**src/rtl/core/sic_pkg.sv**
```systemverilog
// Shared types, codes and the step program of the Sampson inlier counter.
// Used by sampson_inlier_counter, sic_mac and sic_checker; depends on nothing else.
package sic_pkg;

    // running count and reported total
    localparam int COUNT_WIDTH = 16;
    localparam int TOTAL_WIDTH = 16;

    // APB-style register port
    localparam int PADDR_W = 6;
    localparam int PDATA_W = 64;
    localparam int REG_IDX_W = 3;

    localparam logic [REG_IDX_W-1:0] REG_F_ROW0_AB     = 3'd0;
    localparam logic [REG_IDX_W-1:0] REG_F_ROW0C_ROW1A = 3'd1;
    localparam logic [REG_IDX_W-1:0] REG_F_ROW1_BC     = 3'd2;
    localparam logic [REG_IDX_W-1:0] REG_F_ROW2_AB     = 3'd3;
    localparam logic [REG_IDX_W-1:0] REG_F_ROW2_C      = 3'd4;
    localparam logic [REG_IDX_W-1:0] REG_THRESHOLD     = 3'd5;

    localparam logic [31:0] THRESHOLD_RESET = 32'd262144;

    // signed accumulator; the final sum den*thr - num*2^16 needs about 140 bits
    localparam int ACC_W = 144;

    // constant 2^16 used for the homogeneous coordinate
    localparam logic signed [31:0] K16 = 32'sh0001_0000;

    // operand sources
    localparam int SRC_W = 5;
    localparam logic [SRC_W-1:0] SRC_F00 = 5'd0;
    localparam logic [SRC_W-1:0] SRC_F01 = 5'd1;
    localparam logic [SRC_W-1:0] SRC_F02 = 5'd2;
    localparam logic [SRC_W-1:0] SRC_F10 = 5'd3;
    localparam logic [SRC_W-1:0] SRC_F11 = 5'd4;
    localparam logic [SRC_W-1:0] SRC_F12 = 5'd5;
    localparam logic [SRC_W-1:0] SRC_F20 = 5'd6;
    localparam logic [SRC_W-1:0] SRC_F21 = 5'd7;
    localparam logic [SRC_W-1:0] SRC_F22 = 5'd8;
    localparam logic [SRC_W-1:0] SRC_X1  = 5'd9;
    localparam logic [SRC_W-1:0] SRC_Y1  = 5'd10;
    localparam logic [SRC_W-1:0] SRC_X2  = 5'd11;
    localparam logic [SRC_W-1:0] SRC_Y2  = 5'd12;
    localparam logic [SRC_W-1:0] SRC_K16 = 5'd13;
    localparam logic [SRC_W-1:0] SRC_A0L = 5'd14;
    localparam logic [SRC_W-1:0] SRC_A0H = 5'd15;
    localparam logic [SRC_W-1:0] SRC_A1L = 5'd16;
    localparam logic [SRC_W-1:0] SRC_A1H = 5'd17;
    localparam logic [SRC_W-1:0] SRC_A2L = 5'd18;
    localparam logic [SRC_W-1:0] SRC_A2H = 5'd19;
    localparam logic [SRC_W-1:0] SRC_B0L = 5'd20;
    localparam logic [SRC_W-1:0] SRC_B0H = 5'd21;
    localparam logic [SRC_W-1:0] SRC_B1L = 5'd22;
    localparam logic [SRC_W-1:0] SRC_B1H = 5'd23;
    localparam logic [SRC_W-1:0] SRC_RL  = 5'd24;
    localparam logic [SRC_W-1:0] SRC_RH  = 5'd25;
    localparam logic [SRC_W-1:0] SRC_DL  = 5'd26;
    localparam logic [SRC_W-1:0] SRC_DM  = 5'd27;
    localparam logic [SRC_W-1:0] SRC_DH  = 5'd28;
    localparam logic [SRC_W-1:0] SRC_THR = 5'd29;

    // product alignment
    localparam int SH_W = 3;
    localparam logic [SH_W-1:0] SH_0  = 3'd0;
    localparam logic [SH_W-1:0] SH_16 = 3'd1;
    localparam logic [SH_W-1:0] SH_32 = 3'd2;
    localparam logic [SH_W-1:0] SH_48 = 3'd3;
    localparam logic [SH_W-1:0] SH_64 = 3'd4;
    localparam logic [SH_W-1:0] SH_80 = 3'd5;

    // where a finished sum goes
    localparam int STO_W = 4;
    localparam logic [STO_W-1:0] STO_NONE = 4'd0;
    localparam logic [STO_W-1:0] STO_A0   = 4'd1;
    localparam logic [STO_W-1:0] STO_A1   = 4'd2;
    localparam logic [STO_W-1:0] STO_A2   = 4'd3;
    localparam logic [STO_W-1:0] STO_B0   = 4'd4;
    localparam logic [STO_W-1:0] STO_B1   = 4'd5;
    localparam logic [STO_W-1:0] STO_R    = 4'd6;
    localparam logic [STO_W-1:0] STO_DEN  = 4'd7;
    localparam logic [STO_W-1:0] STO_FLAG = 4'd8;

    localparam int NUM_STEPS = 44;
    localparam int STEP_W = $clog2(NUM_STEPS);

    typedef struct packed {
        logic [SRC_W-1:0] a_src;
        logic [SRC_W-1:0] b_src;
        logic             clr;
        logic             neg;
        logic [SH_W-1:0]  shift;
        logic [STO_W-1:0] store;
    } uop_t;

    // control traveling with a product through the MAC pipe
    typedef struct packed {
        logic             vld;
        logic             clr;
        logic             sub;
        logic [SH_W-1:0]  shift;
        logic [STO_W-1:0] store;
    } mac_ctrl_t;

    function automatic uop_t mk(input logic [SRC_W-1:0] a, input logic [SRC_W-1:0] b,
                                input logic clr, input logic neg,
                                input logic [SH_W-1:0] sh, input logic [STO_W-1:0] st);
        uop_t u;
        u.a_src = a;
        u.b_src = b;
        u.clr   = clr;
        u.neg   = neg;
        u.shift = sh;
        u.store = st;
        return u;
    endfunction

    // One partial product per step. A consumer step comes only after the sum it reads
    // has passed the MAC pipe and its result latch.
    function automatic uop_t uop_at(input logic [STEP_W-1:0] idx);
        uop_t u;
        u = '0;
        unique case (idx)
            // line terms a = F*x1, b = F^T*x2, each floor(sum / 2^19)
            STEP_W'(0):  u = mk(SRC_F00, SRC_X1,  1'b1, 1'b0, SH_0, STO_NONE);
            STEP_W'(1):  u = mk(SRC_F01, SRC_Y1,  1'b0, 1'b0, SH_0, STO_NONE);
            STEP_W'(2):  u = mk(SRC_F02, SRC_K16, 1'b0, 1'b0, SH_0, STO_A0);
            STEP_W'(3):  u = mk(SRC_F10, SRC_X1,  1'b1, 1'b0, SH_0, STO_NONE);
            STEP_W'(4):  u = mk(SRC_F11, SRC_Y1,  1'b0, 1'b0, SH_0, STO_NONE);
            STEP_W'(5):  u = mk(SRC_F12, SRC_K16, 1'b0, 1'b0, SH_0, STO_A1);
            STEP_W'(6):  u = mk(SRC_F20, SRC_X1,  1'b1, 1'b0, SH_0, STO_NONE);
            STEP_W'(7):  u = mk(SRC_F21, SRC_Y1,  1'b0, 1'b0, SH_0, STO_NONE);
            STEP_W'(8):  u = mk(SRC_F22, SRC_K16, 1'b0, 1'b0, SH_0, STO_A2);
            STEP_W'(9):  u = mk(SRC_F00, SRC_X2,  1'b1, 1'b0, SH_0, STO_NONE);
            STEP_W'(10): u = mk(SRC_F10, SRC_Y2,  1'b0, 1'b0, SH_0, STO_NONE);
            STEP_W'(11): u = mk(SRC_F20, SRC_K16, 1'b0, 1'b0, SH_0, STO_B0);
            STEP_W'(12): u = mk(SRC_F01, SRC_X2,  1'b1, 1'b0, SH_0, STO_NONE);
            STEP_W'(13): u = mk(SRC_F11, SRC_Y2,  1'b0, 1'b0, SH_0, STO_NONE);
            STEP_W'(14): u = mk(SRC_F21, SRC_K16, 1'b0, 1'b0, SH_0, STO_B1);
            // den = a0^2 + a1^2 + b0^2 + b1^2, two limbs each
            STEP_W'(15): u = mk(SRC_A0L, SRC_A0L, 1'b1, 1'b0, SH_0,  STO_NONE);
            STEP_W'(16): u = mk(SRC_A0L, SRC_A0H, 1'b0, 1'b0, SH_32, STO_NONE);
            STEP_W'(17): u = mk(SRC_A0H, SRC_A0L, 1'b0, 1'b0, SH_32, STO_NONE);
            STEP_W'(18): u = mk(SRC_A0H, SRC_A0H, 1'b0, 1'b0, SH_64, STO_NONE);
            STEP_W'(19): u = mk(SRC_A1L, SRC_A1L, 1'b0, 1'b0, SH_0,  STO_NONE);
            STEP_W'(20): u = mk(SRC_A1L, SRC_A1H, 1'b0, 1'b0, SH_32, STO_NONE);
            STEP_W'(21): u = mk(SRC_A1H, SRC_A1L, 1'b0, 1'b0, SH_32, STO_NONE);
            STEP_W'(22): u = mk(SRC_A1H, SRC_A1H, 1'b0, 1'b0, SH_64, STO_NONE);
            STEP_W'(23): u = mk(SRC_B0L, SRC_B0L, 1'b0, 1'b0, SH_0,  STO_NONE);
            STEP_W'(24): u = mk(SRC_B0L, SRC_B0H, 1'b0, 1'b0, SH_32, STO_NONE);
            STEP_W'(25): u = mk(SRC_B0H, SRC_B0L, 1'b0, 1'b0, SH_32, STO_NONE);
            STEP_W'(26): u = mk(SRC_B0H, SRC_B0H, 1'b0, 1'b0, SH_64, STO_NONE);
            STEP_W'(27): u = mk(SRC_B1L, SRC_B1L, 1'b0, 1'b0, SH_0,  STO_NONE);
            STEP_W'(28): u = mk(SRC_B1L, SRC_B1H, 1'b0, 1'b0, SH_32, STO_NONE);
            STEP_W'(29): u = mk(SRC_B1H, SRC_B1L, 1'b0, 1'b0, SH_32, STO_NONE);
            STEP_W'(30): u = mk(SRC_B1H, SRC_B1H, 1'b0, 1'b0, SH_64, STO_DEN);
            // residual r = floor((x2*a0 + y2*a1 + a2*2^16) / 2^16)
            STEP_W'(31): u = mk(SRC_X2,  SRC_A0L, 1'b1, 1'b0, SH_0,  STO_NONE);
            STEP_W'(32): u = mk(SRC_X2,  SRC_A0H, 1'b0, 1'b0, SH_32, STO_NONE);
            STEP_W'(33): u = mk(SRC_Y2,  SRC_A1L, 1'b0, 1'b0, SH_0,  STO_NONE);
            STEP_W'(34): u = mk(SRC_Y2,  SRC_A1H, 1'b0, 1'b0, SH_32, STO_NONE);
            STEP_W'(35): u = mk(SRC_A2L, SRC_K16, 1'b0, 1'b0, SH_0,  STO_NONE);
            STEP_W'(36): u = mk(SRC_A2H, SRC_K16, 1'b0, 1'b0, SH_32, STO_R);
            // margin = den*thr - r^2 * 2^16; inlier when strictly positive
            STEP_W'(37): u = mk(SRC_DL,  SRC_THR, 1'b1, 1'b0, SH_0,  STO_NONE);
            STEP_W'(38): u = mk(SRC_DM,  SRC_THR, 1'b0, 1'b0, SH_32, STO_NONE);
            STEP_W'(39): u = mk(SRC_DH,  SRC_THR, 1'b0, 1'b0, SH_64, STO_NONE);
            STEP_W'(40): u = mk(SRC_RL,  SRC_RL,  1'b0, 1'b1, SH_16, STO_NONE);
            STEP_W'(41): u = mk(SRC_RL,  SRC_RH,  1'b0, 1'b1, SH_48, STO_NONE);
            STEP_W'(42): u = mk(SRC_RH,  SRC_RL,  1'b0, 1'b1, SH_48, STO_NONE);
            STEP_W'(43): u = mk(SRC_RH,  SRC_RH,  1'b0, 1'b1, SH_80, STO_FLAG);
            default:     u = '0;
        endcase
        return u;
    endfunction

endpackage

```
**src/rtl/core/sic_mac.sv**
```systemverilog
// Shared 32x32 multiply and shift-accumulate pipe of the Sampson inlier counter.
// Depends on sic_pkg (control struct, shift and store codes, accumulator width).
module sic_mac (
    input  logic                           clk,
    input  logic                           rst_n,
    input  sic_pkg::mac_ctrl_t             req,
    input  logic [31:0]                    a_mag,
    input  logic [31:0]                    b_mag,
    output logic signed [sic_pkg::ACC_W-1:0] acc,
    output logic [sic_pkg::STO_W-1:0]      done_store
);

    sic_pkg::mac_ctrl_t s1_ctrl_reg;
    sic_pkg::mac_ctrl_t s2_ctrl_reg;
    logic [31:0] op_a_reg;
    logic [31:0] op_b_reg;
    logic [63:0] prod_reg;
    logic signed [sic_pkg::ACC_W-1:0] acc_reg;
    logic signed [sic_pkg::ACC_W-1:0] acc_next;
    logic signed [sic_pkg::ACC_W-1:0] aligned;
    logic signed [sic_pkg::ACC_W-1:0] acc_base;
    logic [sic_pkg::STO_W-1:0] s3_store_reg;

    // stage 1: operand registers
    always_ff @(posedge clk or negedge rst_n)
    begin
        if (!rst_n)
        begin
            s1_ctrl_reg <= '0;
            s2_ctrl_reg <= '0;
            s3_store_reg <= sic_pkg::STO_NONE;
        end
        else
        begin
            s1_ctrl_reg <= req;
            s2_ctrl_reg <= s1_ctrl_reg;
            s3_store_reg <= s2_ctrl_reg.vld ? s2_ctrl_reg.store : sic_pkg::STO_NONE;
        end
    end

    always_ff @(posedge clk)
    begin
        op_a_reg <= a_mag;
        op_b_reg <= b_mag;
        prod_reg <= op_a_reg * op_b_reg;
        acc_reg  <= acc_next;
    end

    always_comb
    begin
        aligned = '0;
        unique case (s2_ctrl_reg.shift)
            sic_pkg::SH_0:  aligned = $signed(sic_pkg::ACC_W'(prod_reg));
            sic_pkg::SH_16: aligned = $signed(sic_pkg::ACC_W'(prod_reg) << 16);
            sic_pkg::SH_32: aligned = $signed(sic_pkg::ACC_W'(prod_reg) << 32);
            sic_pkg::SH_48: aligned = $signed(sic_pkg::ACC_W'(prod_reg) << 48);
            sic_pkg::SH_64: aligned = $signed(sic_pkg::ACC_W'(prod_reg) << 64);
            sic_pkg::SH_80: aligned = $signed(sic_pkg::ACC_W'(prod_reg) << 80);
            default:        aligned = '0;
        endcase
        acc_base = s2_ctrl_reg.clr ? '0 : acc_reg;
        if (!s2_ctrl_reg.vld)
            acc_next = acc_reg;
        else if (s2_ctrl_reg.sub)
            acc_next = acc_base - aligned;
        else
            acc_next = acc_base + aligned;
    end

    assign acc = acc_reg;
    assign done_store = s3_store_reg;

endmodule

```
**config.mk**
```make
export PLATFORM = sky130hd
export DESIGN_NAME = sic_mac
export DESIGN_NICKNAME = d
export VERILOG_FILES = /design/src/rtl/core/sic_pkg.sv /design/src/rtl/core/sic_mac.sv
export SDC_FILE = /design/constraint.sdc
export NUM_CORES = 2
export LEC_CHECK = 0
export BUFFER_PORTS_ARGS = -buffer_cell sky130_fd_sc_hd__buf_4
export CAP_MARGIN = 10
export CORE_MARGIN = 2
export CORE_UTILIZATION = 45
export CTS_CLUSTER_DIAMETER = 60
export DETAILED_ROUTE_END_ITERATION = 16
export HOLD_SLACK_MARGIN = 0.12
export PLACE_DENSITY_LB_ADDON = 0.3
export REMOVE_ABC_BUFFERS = 1
export SKIP_CTS_REPAIR_TIMING = 1
export SYNTH_ARGS = -nofsm -noshare
export SYNTH_HDL_FRONTEND = slang
export SYNTH_SLANG_ARGS = --single-unit
```
**constraint.sdc**
```tcl
create_clock -name clk -period 17.27 [get_ports clk]
set_clock_uncertainty 0.05 [all_clocks]
set_input_delay 3.454 -clock clk [delete_from_list [all_inputs] [get_ports clk]]
set_output_delay 3.454 -clock clk [all_outputs]
set_load 0.05 [all_outputs]
```
After elaboration in Yosys (flattened, before gate mapping)
Index checks and enable logic that the tools add are counted.

Bits of input ports: 76. Flip-flop bits (word level): 296. Output and inout bits: 148. Word-level logic and storage cells: 28.

$add $sub $neg: 2. Multipliers: 1. Mux-type cells: 4. Equal/unequal tests: 5. Reductions and logical operators: 1.

Operators by type and width (count): 144-bit case mux with 6 select lines (1); 144-bit two-way mux (2); 144-bit adder (1); 144-bit subtractor (1); 32-bit by 32-bit multiplier with 64-bit output (1); 3-bit by 2-bit equality test with 1-bit output (second input constant) (2); 3-bit equality test (second input constant) (2); 4-bit two-way mux (1); 3-bit by 1-bit equality test with 1-bit output (second input constant) (1); 3-bit zero test (1).

Longest topological paths before layout
Depth after elaboration: 4. Gate-level depth with buffers: 33. Mapped depth without buffers: 30.

Worst setup path after synthesis
Ideal clock, no wire load.

Path type: reg2reg. Start point: register op_b_reg[9]. End point: register prod_reg[62]. Required time: 17148 ps. Clock period less this slack: 7513 ps. Stages on the path, launching flop included: 25. Setup time: 72 ps. Slack: 9757 ps. Arrival time: 7391 ps. Path buffers: 1. Cells stage by stage: dfxtp_1 > clkbuf_1 > and2_1 > fa_1 > fa_1 > inv_1 > fa_1 > fa_1 > fa_1 > inv_1 > fa_1 > fa_1 > fa_1 > ha_1 > and2_1 > and3_1 > and3_1 > a21oi_1 > o41ai_1 > a31o_2 > a21oi_1 > o21ai_0 > nand4_1 > o31ai_1 > xnor2_1.

Cells in the longest elaborated chain, start to end: 1.

RTL lines: from (decl) (line sic_mac.sv:16) `logic [31:0] op_b_reg;`; from (signal assigned) (line sic_mac.sv:44) `op_b_reg <= b_mag;`; 32-bit by 32-bit multiplier with 64-bit output (line sic_mac.sv:45) `prod_reg <= op_a_reg * op_b_reg;`; to (signal assigned) (line sic_mac.sv:45); to (decl) (line sic_mac.sv:17) `logic [63:0] prod_reg;`.

No other way between the ends. A chain may end at the register's enable or synchronous reset.

Worst setup path in the final report
Start point: register s2_ctrl_reg[5] in the netlist's numbering. End point: register acc_reg (netlist bit acc[138]) (data pin).

Cells in the longest elaborated chain, start to end: 4. Elaborated cells between the ends (all ways): 10. Classes of those cells: add/sub (2); eq/ne (5); mux (2); reduce/logical (1).

RTL lines: from (decl) (line sic_mac.sv:14) `sic_pkg::mac_ctrl_t s2_ctrl_reg;`; from (signal assigned) (line sic_mac.sv:36) `s2_ctrl_reg <= s1_ctrl_reg;`; 3-bit equality test (tied with other cells) (line sic_mac.sv:52) `unique case (s2_ctrl_reg.shift)`; 144-bit case mux with 6 select lines (*) (line sic_mac.sv:52); 144-bit adder / 144-bit subtractor (equally long branches) (line sic_mac.sv:67, sic_mac.sv:65); 144-bit two-way mux (*) (line sic_mac.sv:64) `else if (s2_ctrl_reg.sub)`; to (signal assigned) (line sic_mac.sv:46) `acc_reg <= acc_next;`; to (decl) (line sic_mac.sv:18) `logic signed [sic_pkg::ACC_W-1:0] acc_reg;`.

Every way passes the cells marked *; elsewhere a longest branch is shown, timed or not.

==> reports/metrics.cfg <==
[synth]
synth_seq_area_share_pct = 13.14
syn_area_per_cell_sq_um = 8.688
yosysWarnings = 0
syn_inst = 6557
ys_seq_elements = 296
async_reset_ff_share_pct = 8.108
synth_ff_type = edfxtp_1
netlist_top_cells_area = fa_1 (32%), ha_1 (8.9%), edfxtp_1 (7.6%)
yosysUniqueCellTypes = 96
synth-edff-count = 144
synth_top_area_share_pct = 31.52
yosysTopAreaCell = fa_1
syn_area_sq_um = 56970

[sta]
min_period_ps = 9631
rsz0062_at_grt = false
fmax_mhz = 103.8
setup_viol = 0
hold_viol = 0
whs_ps = 290.9
worst_slew_pin_slew_ps = 1156
max_slew_margin_pct = 22.58
final_max_slew_viol_count = 0
final.period_utilization_pct = 55.77
finalSetupTns_ps = 0

[worst_setup_path]
critPathArrivalTime_ps = 10000
crit_fanout = 57
endpoint_kind = flip-flop
crit_type = flip-flop to flip-flop
critPathLaunchType = flip-flop
cp.required_ps = 17630

[global_route]
grt_usage_pct = 28.60
grt_antenna_before_repair = 7
grt_pass1_wl_um = 287000
grt_pass1_vias = 49130
grt_max_degree = 112
grt_overflow = 0

[layout]
seq_area_sq_um = 7508
drive_above_1_share_pct = 7.294
fin_nets = 7905
syn_to_final_growth_pct = 8.227
multi_input_area_sq_um = 44270
largest_reg_flops = 144
fillers = 12020

[floorplan]
die_height_um = 359.8
io_pins = 224
die_w_um = 359.8
initial_core_util_pct = 45.37
rows = 130
fp.coreArea_sq_um = 125600
dieArea_sq_um = 129500

[detailed_routing]
drt-wirelength-per-cell_um = 22.49
totalWireLength_um = 184900
drt-initial-drc-count = 3711
routed_via_density = 5.708
routed.top_layer = met4
ant_nets = 0
vias = 46920
drtPass1Iterations = 6
wl_met1_um = 73490
dr_wl_met3_um = 12660
met2_length_um = 89800
drc = 0

[run]
maxCapViolCount = 0

[place]
place.gp.congestion = 1.008
portBuffers = 223
hpwlAfterDp_um = 144300

[clocking]
cts-root-buf = clkbuf_16
htreeDepth = 2
worstSkewPairLatency_ps = 670
cts_buffer_depth = 3
clk_pin_slew_worst_paths_ps = 60
cts_sinks = 296
cts_tree = done
cts_made_buffers = 51

[hold_path]
holdCritPathClass = flip-flop to flip-flop

[run_status]
status = finished clean

==> cell usage after synthesis, drive strengths merged (21+ instances only) <==
library cell,n
and2,638
mux2i,43
o21bai,41
buf,36
nand2b,22
nor3,76
a21oi,349
nor2,264
nand3,55
a21o,104
nor2b,170
xnor2,193
a211oi,23
o21ai,230
o21a,25
ha,407
nand4,98
and3,25
clkbuf,367
edfxtp,144
a22oi,21
a31oi,63
dfxtp,128
fa,897
nand2,698
o211ai,21
dfrtp,24
xor2,129
inv,959
==> stage by stage <==
stage	worst slack, ps	instances	utilization, %	cell area, sq um
3_3_place_gp	7891	8122	47.65	59830
4_1_cts	7867	8217	49.10	61650
5_1_grt	7053	8217	49.10	61650
6_report	7639	8219	49.10	61660
3_5_place_dp	7890	8122	47.65	59830
2_1_floorplan	7992	6154	-	55350
==> logic make-up (layout without fill, tap and decap cells) <==
logic type	after synthesis	in the layout	synth area share, %
AO/OA/AOI/OAI	1067	1067	11.77
XOR/XNOR	322	322	4.950
adder cells (fa/ha/maj)	1304	1304	40.46
buffers and inverters	1364	1374	9.167
flip-flops	296	296	13.14
multiplexers	62	62	1.256
other	0	2	0
AND/OR/NAND/NOR	2142	2142	19.26
==> path summary, 6_finish.rpt <==
kind                                     start              to  slack [ps]  cells past startpoint
worst min register to register  s1_ctrl_reg[3]  s2_ctrl_reg[3]         290                      0
min in group asynchronous                rst_n   done_store[1]        2660                      1
max in group asynchronous                rst_n  s2_ctrl_reg[5]       14180                      1
worst max-delay path            s2_ctrl_reg[5]        acc[138]        7640                     26
worst min-delay path            s1_ctrl_reg[3]  s2_ctrl_reg[3]         290                      0
worst max register to register  s2_ctrl_reg[5]        acc[138]        7640                     26
==> critical path, cell delays in order, from the launching register on <==
cell	delay, ps
dfrtp_2	340
buf_4	500
clkinv_1	870
a22o_1	500
o41ai_1	800
nand4_1	180
nor4_1	720
nand2_1	250
nor4_1	310
nand4_1	190
nor2_1	230
and2_1	180
a31oi_1	100
xnor2_1	260
ha_1	380
a21oi_1	230
inv_1	60
a31oi_1	200
o21ai_0	160
a211oi_1	430
o21ai_0	160
nor3_1	660
o21ai_0	400
a21oi_1	550
o21ai_0	290
a21oi_1	240
xnor2_1	90
==> layout by cell type, fill, tap and decap left out, drive strengths merged, types with 21 or more instances in the layout <==
master	netlist	routed
o21bai	41	41
o211ai	21	21
fa	897	897
edfxtp	144	144
dfxtp	128	128
a21oi	349	349
inv	959	982
nand4	98	98
and3	25	25
nor3	76	76
nand2b	22	22
nand3	55	55
xnor2	193	193
o21ai	230	230
nor2b	170	170
dfrtp	24	24
clkbuf	367	57
a31oi	63	63
and2	638	638
a211oi	23	23
a22oi	21	21
xor2	129	129
nand2	698	698
mux2i	43	43
o21a	25	25
nor2	264	264
ha	407	407
buf	36	318
a21o	104	104
==> layer usage <==
layer | vias to the layer above | track usage [%]
li1 | 21020 | -
met1 | 23560 | 35.65
met2 | 1856 | 49.12
met3 | 478 | 4.349
met4 | 0 | 12.47
met5 | - | 0
==> layout make-up <==
type                            instances  share of cell area [%]
Clock inverter                         38                  0.7204
Inverter                              961                   5.851
Multi-Input combinational cell       4897                   71.80
Sequential cell                       296                   12.18
Clock buffer                           57                   2.226
Antenna cell                            2                0.008117
Tap cell                             1650                   3.348
Timing Repair Buffer                  318                   3.872
Power is not shown: default switching activity piles up to over one toggle a cycle in this logic, so the estimate is an artifact.
